**src/ttq_pkg.sv**
```systemverilog
// shared types and constants of the tagged task queue
package ttq_pkg;

  localparam logic REQ_NOTE  = 1'b0;
  localparam logic REQ_CLAIM = 1'b1;

  typedef struct packed {
    logic        req_type;
    logic [31:0] task_addr;
    logic [31:0] return_context;
    logic [31:0] root_list;
    logic [31:0] microcode;
    logic [31:0] microcode_data;
  } req_t;

  typedef struct packed {
    logic        found;
    logic [63:0] claimed_sequence;
    logic [31:0] claimed_task_addr;
    logic [31:0] claimed_context;
  } rsp_t;

  typedef struct packed {
    logic [63:0] seq_num;
    logic [31:0] task_addr;
    logic [31:0] return_context;
    logic [31:0] root_list;
    logic [31:0] microcode;
    logic [31:0] microcode_data;
  } rec_t;

  typedef enum logic [1:0] {
    ST_IDLE,
    ST_SCAN,
    ST_DONE
  } state_e;

  typedef struct packed {
    logic note;       // append the request beat as a record
    logic start;      // latch claim keys and rewind the scan
    logic scan;       // scan in progress
    logic take_hit;   // capture the matched record, drop it and older ones
    logic take_miss;  // capture a not-found result
    logic load_out;   // move the captured result into the output register
  } cmd_t;

  typedef struct packed {
    logic hit;
    logic scan_end;
    logic out_free;
  } status_t;

endpackage

```
**src/ttq_ctrl.sv**
```systemverilog
// controller state machine of the tagged task queue
module ttq_ctrl import ttq_pkg::*; (
  input  logic    clk_i,
  input  logic    rst_ni,
  input  logic    req_valid_i,
  input  logic    req_type_i,
  output logic    req_ready_o,
  input  status_t status_i,
  output cmd_t    cmd_o
);

  state_e state_q, state_d;

  always_ff @(posedge clk_i or negedge rst_ni) begin
    if (!rst_ni) begin
      state_q <= ST_IDLE;
    end else begin
      state_q <= state_d;
    end
  end

  always_comb begin
    state_d = state_q;
    unique case (state_q)
      ST_IDLE: begin
        if (req_valid_i && (req_type_i == REQ_CLAIM)) begin
          state_d = ST_SCAN;
        end
      end
      ST_SCAN: begin
        if (status_i.hit || status_i.scan_end) begin
          state_d = ST_DONE;
        end
      end
      ST_DONE: begin
        if (status_i.out_free) begin
          state_d = ST_IDLE;
        end
      end
      default: state_d = ST_IDLE;
    endcase
  end

  always_comb begin
    cmd_o       = '0;
    req_ready_o = 1'b0;
    unique case (state_q)
      ST_IDLE: begin
        req_ready_o  = 1'b1;
        cmd_o.note   = req_valid_i && (req_type_i == REQ_NOTE);
        cmd_o.start  = req_valid_i && (req_type_i == REQ_CLAIM);
      end
      ST_SCAN: begin
        cmd_o.scan      = 1'b1;
        cmd_o.take_hit  = status_i.hit;
        cmd_o.take_miss = !status_i.hit && status_i.scan_end;
      end
      ST_DONE: begin
        cmd_o.load_out = status_i.out_free;
      end
      default: ;
    endcase
  end

endmodule

```
**config.mk**
```make
export PLATFORM = sky130hd
export DESIGN_NAME = ttq_ctrl
export DESIGN_NICKNAME = d
export VERILOG_FILES = /design/src/ttq_pkg.sv /design/src/ttq_ctrl.sv
export SDC_FILE = /design/constraint.sdc
export NUM_CORES = 1
export LEC_CHECK = 0
export BUFFER_PORTS_ARGS = -buffer_cell sky130_fd_sc_hd__buf_2
export CORE_AREA = 3 3 40 42
export DETAILED_ROUTE_END_ITERATION = 10
export DIE_AREA = 0 0 43 45
export GPL_ROUTABILITY_DRIVEN = 0
export PLACE_DENSITY_LB_ADDON = 0.2
export REMOVE_ABC_BUFFERS = 1
export SYNTH_ARGS = -nofsm -noshare
export SYNTH_HDL_FRONTEND = slang
export SYNTH_SLANG_ARGS = --single-unit
export TNS_END_PERCENT = 50
```
**constraint.sdc**
```tcl
create_clock -name clk_i -period 0.9 [get_ports clk_i]
set_input_delay 0.18 -clock clk_i [delete_from_list [all_inputs] [get_ports clk_i]]
set_output_delay 0.18 -clock clk_i [all_outputs]
set_load 0.02 [all_outputs]
```
==> impl_metrics.json, run 1 <==
{
  "cts_buffers": 3,
  "synthTopCellsByArea": "dfrtp_1, nand2b_4, nor2_1",
  "diodes": 0,
  "antenna_found_initial": 0,
  "ys_top_cells_by_count": "nor2_1, dfrtp_1",
  "critPathKind": "reg -> out",
  "core_area_sq_mm": 0.00128,
  "fin_crit_sh_pct": 149,
  "endpoint_kind": "primary output",
  "ant_nets": 0,
  "synth_xor_area_share_pct": 0,
  "worst_pin_slew_ps": 211,
  "min_path_type": "in -> reg",
  "clock_latency_ps": 220,
  "rrSetupSlack_ps": -170,
  "yosysTopAreaCellShare_pct": 35.1,
  "dp_slack_ps": -268,
  "synth_seq_cells": 2,
  "largest_reg_flops": 2,
  "ys_types": 13,
  "yosysWarnings": 0,
  "violations": "negative setup slack",
  "cp.required_ps": 720,
  "clkSinkCount": 2,
  "ys.flop_type": "dfrtp_1",
  "synth_most_common_cell": "nor2_1",
  "synth_top_family_by_area": "simple AND/OR/NAND/NOR gates",
  "yosys.area_share.simple_pct": 43.0,
  "ir_worst_vdd_mv": 0.728,
  "grt_pass1_wl_um": 931,
  "drc": 0,
  "synth_cells": 16,
  "clk_pin_slew_worst_paths_ps": 30,
  "avgSynthCellArea_sq_um": 8.91,
  "grt_pass1_vias": 223,
  "first_pass_iters": 1,
  "routed_wl_um": 558,
  "stdcell_area_sq_um": 334,
  "crit_path_start_kind": "register",
  "wl_per_cell_um": 11.2,
  "max_freq_mhz": 748,
  "drt_iter0_drc": 0,
  "die-height_um": 45,
  "htreeDepth": 1,
  "cts_tree": "built",
  "timing.rr.end": "state_q[0]",
  "grt_max_degree": 5,
  "reg.largest.list": "state_q x2",
  "min_path_cells": 2,
  "crit_arrival_ps": 1160,
  "vias": 188,
  "fill_cells": 142,
  "num_io_pins": 14,
  "yosys.area_share.adder_pct": 0,
  "rows": 13,
  "min_to": "state_q[1]",
  "crit_chain": "nand2b_4 > nor3b_2 > buf_4",
  "r2r_start": "state_q[1]",
  "min-delay-start": "status_i[0]",
  "instances_no_fill": 50,
  "setup_ws_ps": -437,
  "max_stage_delay_ps": 440,
  "utilization_pct": 26.0,
  "root_buffer": "clkbuf_4",
  "rr_worst_depth": 4,
  "relSlewSlack_pct": 85.9,
  "grt_util_all_layers_pct": 6.99,
  "layout_min_cycle_time_ps": 1340,
  "dieArea_sq_mm": 0.00194,
  "power.leakage_nw": 0.167,
  "rsz0062_at_grt": "true",
  "finalHoldViolCount": 0,
  "drv_slew": 0,
  "synthesis.area_sq_um": 143,
  "grt-ovfl-total": 0,
  "final_net_count": 44,
  "maxCapViolations": 0,
  "cts_buffer_depth": 2,
  "powerDensity_mw_per_mm2": 1780,
  "status": "finished with violations",
  "die_x_um": 43,
  "numPortBuffers": 13,
  "fin_skew_ps": 0.405,
  "yosys.area.top_type": "dfrtp_1",
  "drive_above_1_share_pct": 85.7,
  "synth.area.mux_share_pct": 0,
  "syn2layout_area_growth_pct": 134,
  "routed_via_density": 3.76,
  "cpMaxStageDelayCell": "dfrtp_2",
  "setup_violations": 9,
  "top_register": "state_q",
  "start_util_pct": 11.1,
  "ys_seq_area_share_pct": 35.1,
  "dp.cells": 43,
  "async_flop_share_pct": 100,
  "placed_area_sq_um": 219,
  "cp_max_fo": 4,
  "synth-compound-area-share_pct": 11.4,
  "synth_edf_count": 0
}
## critical path: cells and delay by family (launching register included)
family / cells / cell delay, ps
flops: 1 / 440
buf+inv: 1 / 160
simple gates: 2 / 330
## cell families (layout without fill, tap and decap cells)
logic type             after synthesis  in the layout
AOI/OAI and AO/OA                    2              2
buffers and inverters                3             22
and+or+nand+nor                      9              9
DFF                                  2              2
## layout by cell type, fill, tap and decap left out, drive strengths merged
cell type,n
dlygate4sd3,1
and2,1
and3,1
clkbuf,3
o22ai,1
nor4b,1
a32o,1
buf,16
nor3b,1
inv,2
nand2b,2
nor2,3
dfrtp,2
## power by group
| part | switching, mW | leakage, nW | internal [mW] |
|---|---|---|---|
| Combinational | 0.120 | 0.130 | 0.136 |
| Clock | 0.0505 | 0.0138 | 0.147 |
| Sequential | 0.0332 | 0.0235 | 0.108 |
## layer usage
layer  GRT usage (%)  vias up  routed length [um]
li1                -       92                   -
met4            7.23        0                   0
met5               0        -                   0
met2            9.88       14                 235
met3            1.99        0                  76
met1            8.19       82                 246
## final cells by class
type | instances | area (sq um) | share of cell area (%)
inverter | 2 | 7.51 | 2.25
tap | 15 | 18.8 | 5.62
multi-input combinational | 11 | 116 | 34.8
clock buffer | 3 | 22.5 | 6.74
sequential | 2 | 52.6 | 15.7
timing repair buffer | 17 | 116 | 34.8
## worst max-delay path by stage
stage                     endpoint  slack (ps)  depth (start not counted)  startpoint
after global routing      cmd_o[5]        -480                          2  state_q[0]
after CTS                 cmd_o[1]        -430                          3  state_q[1]
after global placement    cmd_o[1]        -200                          3  state_q[1]
after floorplan           cmd_o[5]        -470                          1  state_q[0]
after detailed placement  cmd_o[5]        -270                          2  state_q[0]
final                     cmd_o[1]        -440                          3  state_q[1]
## metrics by stage
step / hold slack [ps] / total power, mW / setup TNS, ps
after floorplan: -116 / 0.232 / -1640
after global placement: -34.7 / 0.294 / -897
after detailed placement: -31.4 / 0.299 / -1090
after CTS: 172 / 0.584 / -2850
after global routing: 193 / 0.641 / -3430
final: 178 / 0.595 / -2930
## repair_timing
| item | CTS | global route |
|---|---|---|
| hold buffers | 1 | 0 |
| pin swaps | 4 | 0 |
| gates resized for setup | 14 | 3 |
| endpoints found under the hold margin | 2 | 0 |
| buffers inserted | 2 | 1 |
| setup endpoints to repair | 8 | 9 |
Power figures use the tool's default switching activity.
==> run 2: changes to the inputs <==
--- a/config.mk
+++ b/config.mk
@@ -5,6 +5,7 @@
 export SDC_FILE = /design/constraint.sdc
 export NUM_CORES = 1
 export LEC_CHECK = 0
+export ABC_AREA = 1
 export BUFFER_PORTS_ARGS = -buffer_cell sky130_fd_sc_hd__buf_2
 export CORE_AREA = 3 3 40 42
 export DETAILED_ROUTE_END_ITERATION = 10
==> run 2 against run 1 <==
The flow still finishes with violations (negative setup slack). Combinational power rose by 20%. Setup slack improved by 26 ps. Clock skew rose by 1.8 ps. Non-clock buffer count rose by 4. Synthesized cell count increased by 56%. Critical path type unchanged. Largest cell class is now buffers.
==> impl_metrics.json, run 2 <==
{
  "multi_input_area_sq_um": 101,
  "clkSinkCount": 2,
  "gr-usage-met1_pct": 8.63,
  "mostFrequentLayoutCells": "buf_4, nand2_1, buf_2",
  "ir_worst_vdd_mv": 0.463,
  "synth_most_common_cell": "nand2_1",
  "wl_per_cell_um": 9.30,
  "htreeDepth": 1,
  "cts_buffer_depth": 2,
  "synthTopCellsByArea": "dfrtp_1, nand2_1, nor2_1",
  "yosysTopAreaCellShare_pct": 31.7,
  "ys_seq_area_share_pct": 31.7,
  "rows": 13,
  "worst_pin_slew_ps": 180,
  "power_mw": 0.628,
  "synth_edf_count": 0,
  "async_flop_share_pct": 100,
  "cpMaxStageDelayCell": "dfrtp_2",
  "layout_commonest_cell": "buf_4",
  "yosysWarnings": 0,
  "core_area_sq_mm": 0.00128,
  "clk_pin_slew_worst_paths_ps": 30,
  "crit_path_start_kind": "register",
  "die-height_um": 45,
  "numPortBuffers": 13,
  "drive_above_1_share_pct": 66.7,
  "instances_no_fill": 63,
  "drt_iter0_drc": 0,
  "grt_max_degree": 5,
  "maxCapViolations": 0,
  "start_util_pct": 12.3,
  "synth_cells": 25,
  "totalNegativeSetupSlack_ps": -2700,
  "globalRoute.busiestLayer": "met2",
  "clock_latency_ps": 220,
  "grt_pass1_vias": 241,
  "layout_min_cycle_time_ps": 1310,
  "fill_cells": 149,
  "largest_reg_flops": 2,
  "dp.cells": 56,
  "utilization_pct": 28.7,
  "finalHoldViolCount": 0,
  "cp.required_ps": 720,
  "max_stage_delay_ps": 430,
  "ys_top_cells_by_count": "nand2_1, nor2_1, inv_1, inv_2",
  "ys_types": 11,
  "cts_buffers": 3,
  "drv_slew": 0,
  "routed_via_density": 3.73,
  "seqCellArea_sq_um": 51.3,
  "path_delay_family": "flip-flops",
  "violations": "negative setup slack",
  "max_freq_mhz": 763,
  "crit_arrival_ps": 1130,
  "num_io_pins": 14,
  "met3_usage_pct": 4.78,
  "final_net_count": 57,
  "diodes": 0,
  "fin_skew_ps": 2.22,
  "routed_wl_um": 586,
  "yosys.area.top_type": "dfrtp_1",
  "relSlewSlack_pct": 87.9,
  "vias": 235,
  "powerDensity_mw_per_mm2": 1700,
  "antenna_found_initial": 0,
  "drc": 0,
  "setup_violations": 9,
  "grt_util_all_layers_pct": 7.98,
  "synth_seq_cells": 2,
  "reg.largest.list": "state_q x2",
  "cp_max_fo": 4,
  "grt_pass1_wl_um": 1040,
  "grt-ovfl-total": 0,
  "ant_nets": 0,
  "dieArea_sq_mm": 0.00194,
  "setup_ws_ps": -411,
  "ys.flop_type": "dfrtp_1",
  "endpoint_kind": "primary output",
  "use_met2_pct": 10.8,
  "die_x_um": 43,
  "fin_crit_sh_pct": 146,
  "power.leakage_nw": 0.205,
  "avgSynthCellArea_sq_um": 6.31,
  "cts_tree": "built",
  "rsz0062_at_grt": "true",
  "crit_chain": "nor2_4 > nand2_1 > nor2_1 > buf_4",
  "stdcell_area_sq_um": 369,
  "root_buffer": "clkbuf_4",
  "status": "finished with violations",
  "top_register": "state_q",
  "rrSetupSlack_ps": -120,
  "first_pass_iters": 1,
  "critPathKind": "reg -> out",
  "hpwl_um": 411,
  "synthesis.area_sq_um": 158,
  "critPathBufInv": 1,
  "min_path_type": "in -> reg",
  "placed_area_sq_um": 264,
  "syn2layout_area_growth_pct": 134
}
-- run 2: metrics by stage --
step / setup slack, ps / hold slack, ps
floorplan: -357 / -116
global placement: -208 / -30.1
detailed placement: -218 / -32.5
CTS: -415 / 256
global route: -478 / 258
finish: -411 / 256
-- run 2: where the power goes --
part	internal [mW]	switching (mW)	total (mW)
combinational	0.156	0.152	0.308
sequential	0.104	0.0180	0.122
clock	0.147	0.0506	0.198
total	0.407	0.221	0.628
-- run 2: worst paths after layout --
kind / from / endpoint / cells after the start
max: state_q[1] / cmd_o[5] / 4
max in group asynchronous: rst_ni / state_q[1] / 2
max reg2reg: state_q[1] / state_q[0] / 5
min reg2reg: state_q[0] / state_q[1] / 4
min: status_i[0] / state_q[1] / 4
min in group asynchronous: rst_ni / state_q[1] / 2
-- run 2: repair_timing --
action                                 4_1_cts  5_1_grt
hold buffers                                 1        0
pin swaps                                    3        2
buffers inserted                             2        1
setup endpoints to repair                    9        9
endpoints found under the hold margin        2        0
resized for setup                           12        3
-- run 2: cells by family after synthesis --
group,count (synthesis),synth area share [%]
simple gates,15,45.2
buf+inv,7,19.0
flops,2,31.7
compound gates,1,3.97
-- run 2: cell type report --
| cell class | count | share of cell area [%] |
|---|---|---|
| Timing Repair Buffer | 21 | 41.4 |
| Tap cell | 15 | 5.08 |
| Multi-Input combinational cell | 16 | 27.5 |
| Sequential cell | 2 | 13.9 |
| Inverter | 6 | 6.10 |
| Clock buffer | 3 | 6.10 |
-- run 2: per-layer routing --
layer | part of all wire, % | vias to the layer above | wire, um
li1 | - | 123 | -
met1 | 41 | 98 | 243
met2 | 45 | 14 | 261
met3 | 14 | 0 | 81
met4 | 0 | 0 | 0
met5 | 0 | - | 0
-- run 2: tightest hold or removal path: stages --
cell and delay, ps:
buf_2 80, inv_1 40, nand3_1 90, nand2_1 60
==> run 3: changes to the inputs <==
--- a/config.mk
+++ b/config.mk
@@ -7,9 +7,11 @@
 export LEC_CHECK = 0
 export ABC_AREA = 1
 export BUFFER_PORTS_ARGS = -buffer_cell sky130_fd_sc_hd__buf_2
-export CORE_AREA = 3 3 40 42
+export CELL_PAD_IN_SITES_DETAIL_PLACEMENT = 1
+export CELL_PAD_IN_SITES_GLOBAL_PLACEMENT = 2
+export CORE_MARGIN = 3
+export CORE_UTILIZATION = 12
 export DETAILED_ROUTE_END_ITERATION = 10
-export DIE_AREA = 0 0 43 45
 export GPL_ROUTABILITY_DRIVEN = 0
 export PLACE_DENSITY_LB_ADDON = 0.2
 export REMOVE_ABC_BUFFERS = 1
==> run 3 against run 2 <==
Sequential power about the same. Clock power about the same. Register-to-register slack worse by 70 ps. Largest cell class unchanged. Largest power group unchanged. Utilization up 1.3 points. The run still ends with negative setup slack left.
==> impl_metrics.json, run 3 (same netlist as run 2, synthesis figures left out) <==
{
  "status": "finished with violations",
  "violations": "negative setup slack",
  "root_buffer": "clkbuf_4",
  "power_mw": 0.603,
  "cpMaxStageDelayCell": "dfrtp_1",
  "rsz0062_at_grt": "true",
  "clock_latency_ps": 220,
  "layout_min_cycle_time_ps": 1300,
  "drive_above_1_share_pct": 66.7,
  "ir_worst_vdd_mv": 0.457,
  "min_path_cells": 4,
  "max_freq_mhz": 769,
  "drc": 0,
  "worstSetupStartpoint": "state_q[0]",
  "clkSinkCount": 2,
  "powerDensity_mw_per_mm2": 1710,
  "power.leakage_nw": 0.192,
  "min_path_type": "in -> reg",
  "crit_chain": "inv_2 > nor2_4 > inv_2 > nor3_2 > buf_4",
  "rr_worst_depth": 5,
  "dieArea_sq_mm": 0.00178,
  "critPathKind": "reg -> out",
  "layout_commonest_cell": "buf_4",
  "maxCapViolations": 0,
  "routed_via_density": 4.08,
  "core_area_sq_mm": 0.00117,
  "setup_ws_ps": -401,
  "diodes": 0,
  "wl_per_cell_um": 9.73,
  "fin_crit_sh_pct": 145,
  "relSlewSlack_pct": 88.8,
  "endpoint_kind": "primary output",
  "swShare_pct": 35.6,
  "cts_buffers": 3,
  "routed_wl_um": 574,
  "fin_skew_ps": 1.48,
  "htreeDepth": 1,
  "setup_violations": 9,
  "seqPwrFrac_pct": 20.5,
  "antenna_found_initial": 0,
  "rows": 12,
  "final_net_count": 54,
  "crit_arrival_ps": 1120,
  "finalHoldViolCount": 0,
  "cp_max_fo": 3,
  "grt_pass1_vias": 265,
  "grt_util_all_layers_pct": 8.70,
  "top_register": "state_q",
  "hold_ws_ps": 268,
  "vias": 241,
  "p_switching_mw": 0.215,
  "numPortBuffers": 13,
  "cts_buffer_depth": 2,
  "reg.largest.list": "state_q x2",
  "worst_pin_slew_ps": 167,
  "die-height_um": 42.2,
  "clk_pin_slew_worst_paths_ps": 30,
  "path_common_cell": "inv_2",
  "start_util_pct": 13.5,
  "first_pass_iters": 3,
  "p_int_mw": 0.388,
  "crit_path_start_kind": "register",
  "r2r_start": "state_q[1]",
  "ant_nets": 0,
  "drt_iter0_drc": 2,
  "grt-ovfl-total": 0,
  "grt_max_degree": 5,
  "clock_power_share_pct": 32.7,
  "hpwl_um": 465,
  "num_io_pins": 14,
  "mostFrequentLayoutCells": "buf_4, nand2_1, buf_2",
  "drv_slew": 0,
  "largest_reg_flops": 2,
  "max_stage_delay_ps": 400,
  "grt_pass1_wl_um": 1040,
  "die_x_um": 42.2,
  "cts_tree": "built",
  "min-delay-start": "status_i[0]",
  "syn2layout_area_growth_pct": 123,
  "pwr-share-comb_pct": 46.8,
  "cp.required_ps": 720
}
-- run 3: area by class of cell --
type	instances	area, sq um
timing repair buffer	18	134
inverter	6	22.5
multi-input combinational	16	104
fill	159	820
sequential	2	51.3
clock buffer	3	22.5
tap	14	17.5
-- run 3: final timing paths --
| path | slack (ps) | to |
|---|---|---|
| worst max-delay path | -400 | cmd_o[1] |
| worst min-delay path | 270 | state_q[1] |
| worst max register to register | -190 | state_q[0] |
| worst min register to register | 640 | state_q[1] |
| max in group asynchronous | 500 | state_q[1] |
| min in group asynchronous | 290 | state_q[1] |
-- run 3: what timing repair did --
action	4_1_cts	5_1_grt
cloned	0	0
setup buffers	0	1
pin swaps	2	2
hold endpoints to repair	2	0
hold buffers	1	0
endpoints found under the setup margin	9	9
resized for setup	12	5
-- run 3: metrics by stage --
step	instance area, sq um	util, %	worst slack [ps]	instances	setup TNS (ps)
finish	352	30.0	-401	59	-2550
global route	352	30.0	-491	59	-3220
CTS	327	27.9	-427	58	-2650
detailed placement	255	21.8	-201	54	-1120
global placement	255	21.8	-190	54	-1060
floorplan	150	-	-357	24	-1590
-- run 3: power groups by stage --
stage               Sequential [mW]  Combinational [mW]  Clock, mW
finish                        0.124               0.282      0.197
global placement              0.116               0.206          0
detailed placement            0.117               0.210          0
CTS                           0.124               0.255      0.206
global route                  0.127               0.307      0.222
floorplan                     0.115               0.116          0
-- run 3: per-layer routing --
layer  vias up  share of wire (%)  GRT usage [%]
met5         -                  0              0
li1        115                  -              -
met1       113                 32           6.82
met4         0                5.9           11.2
met3         4                8.4           6.01
met2         9                 53           12.5
-- run 3: critical path, delay by kind of cell, from the launching register on --
family	cells	cell delay (ps)
flops	1	400
simple gates	2	200
buf+inv	3	300
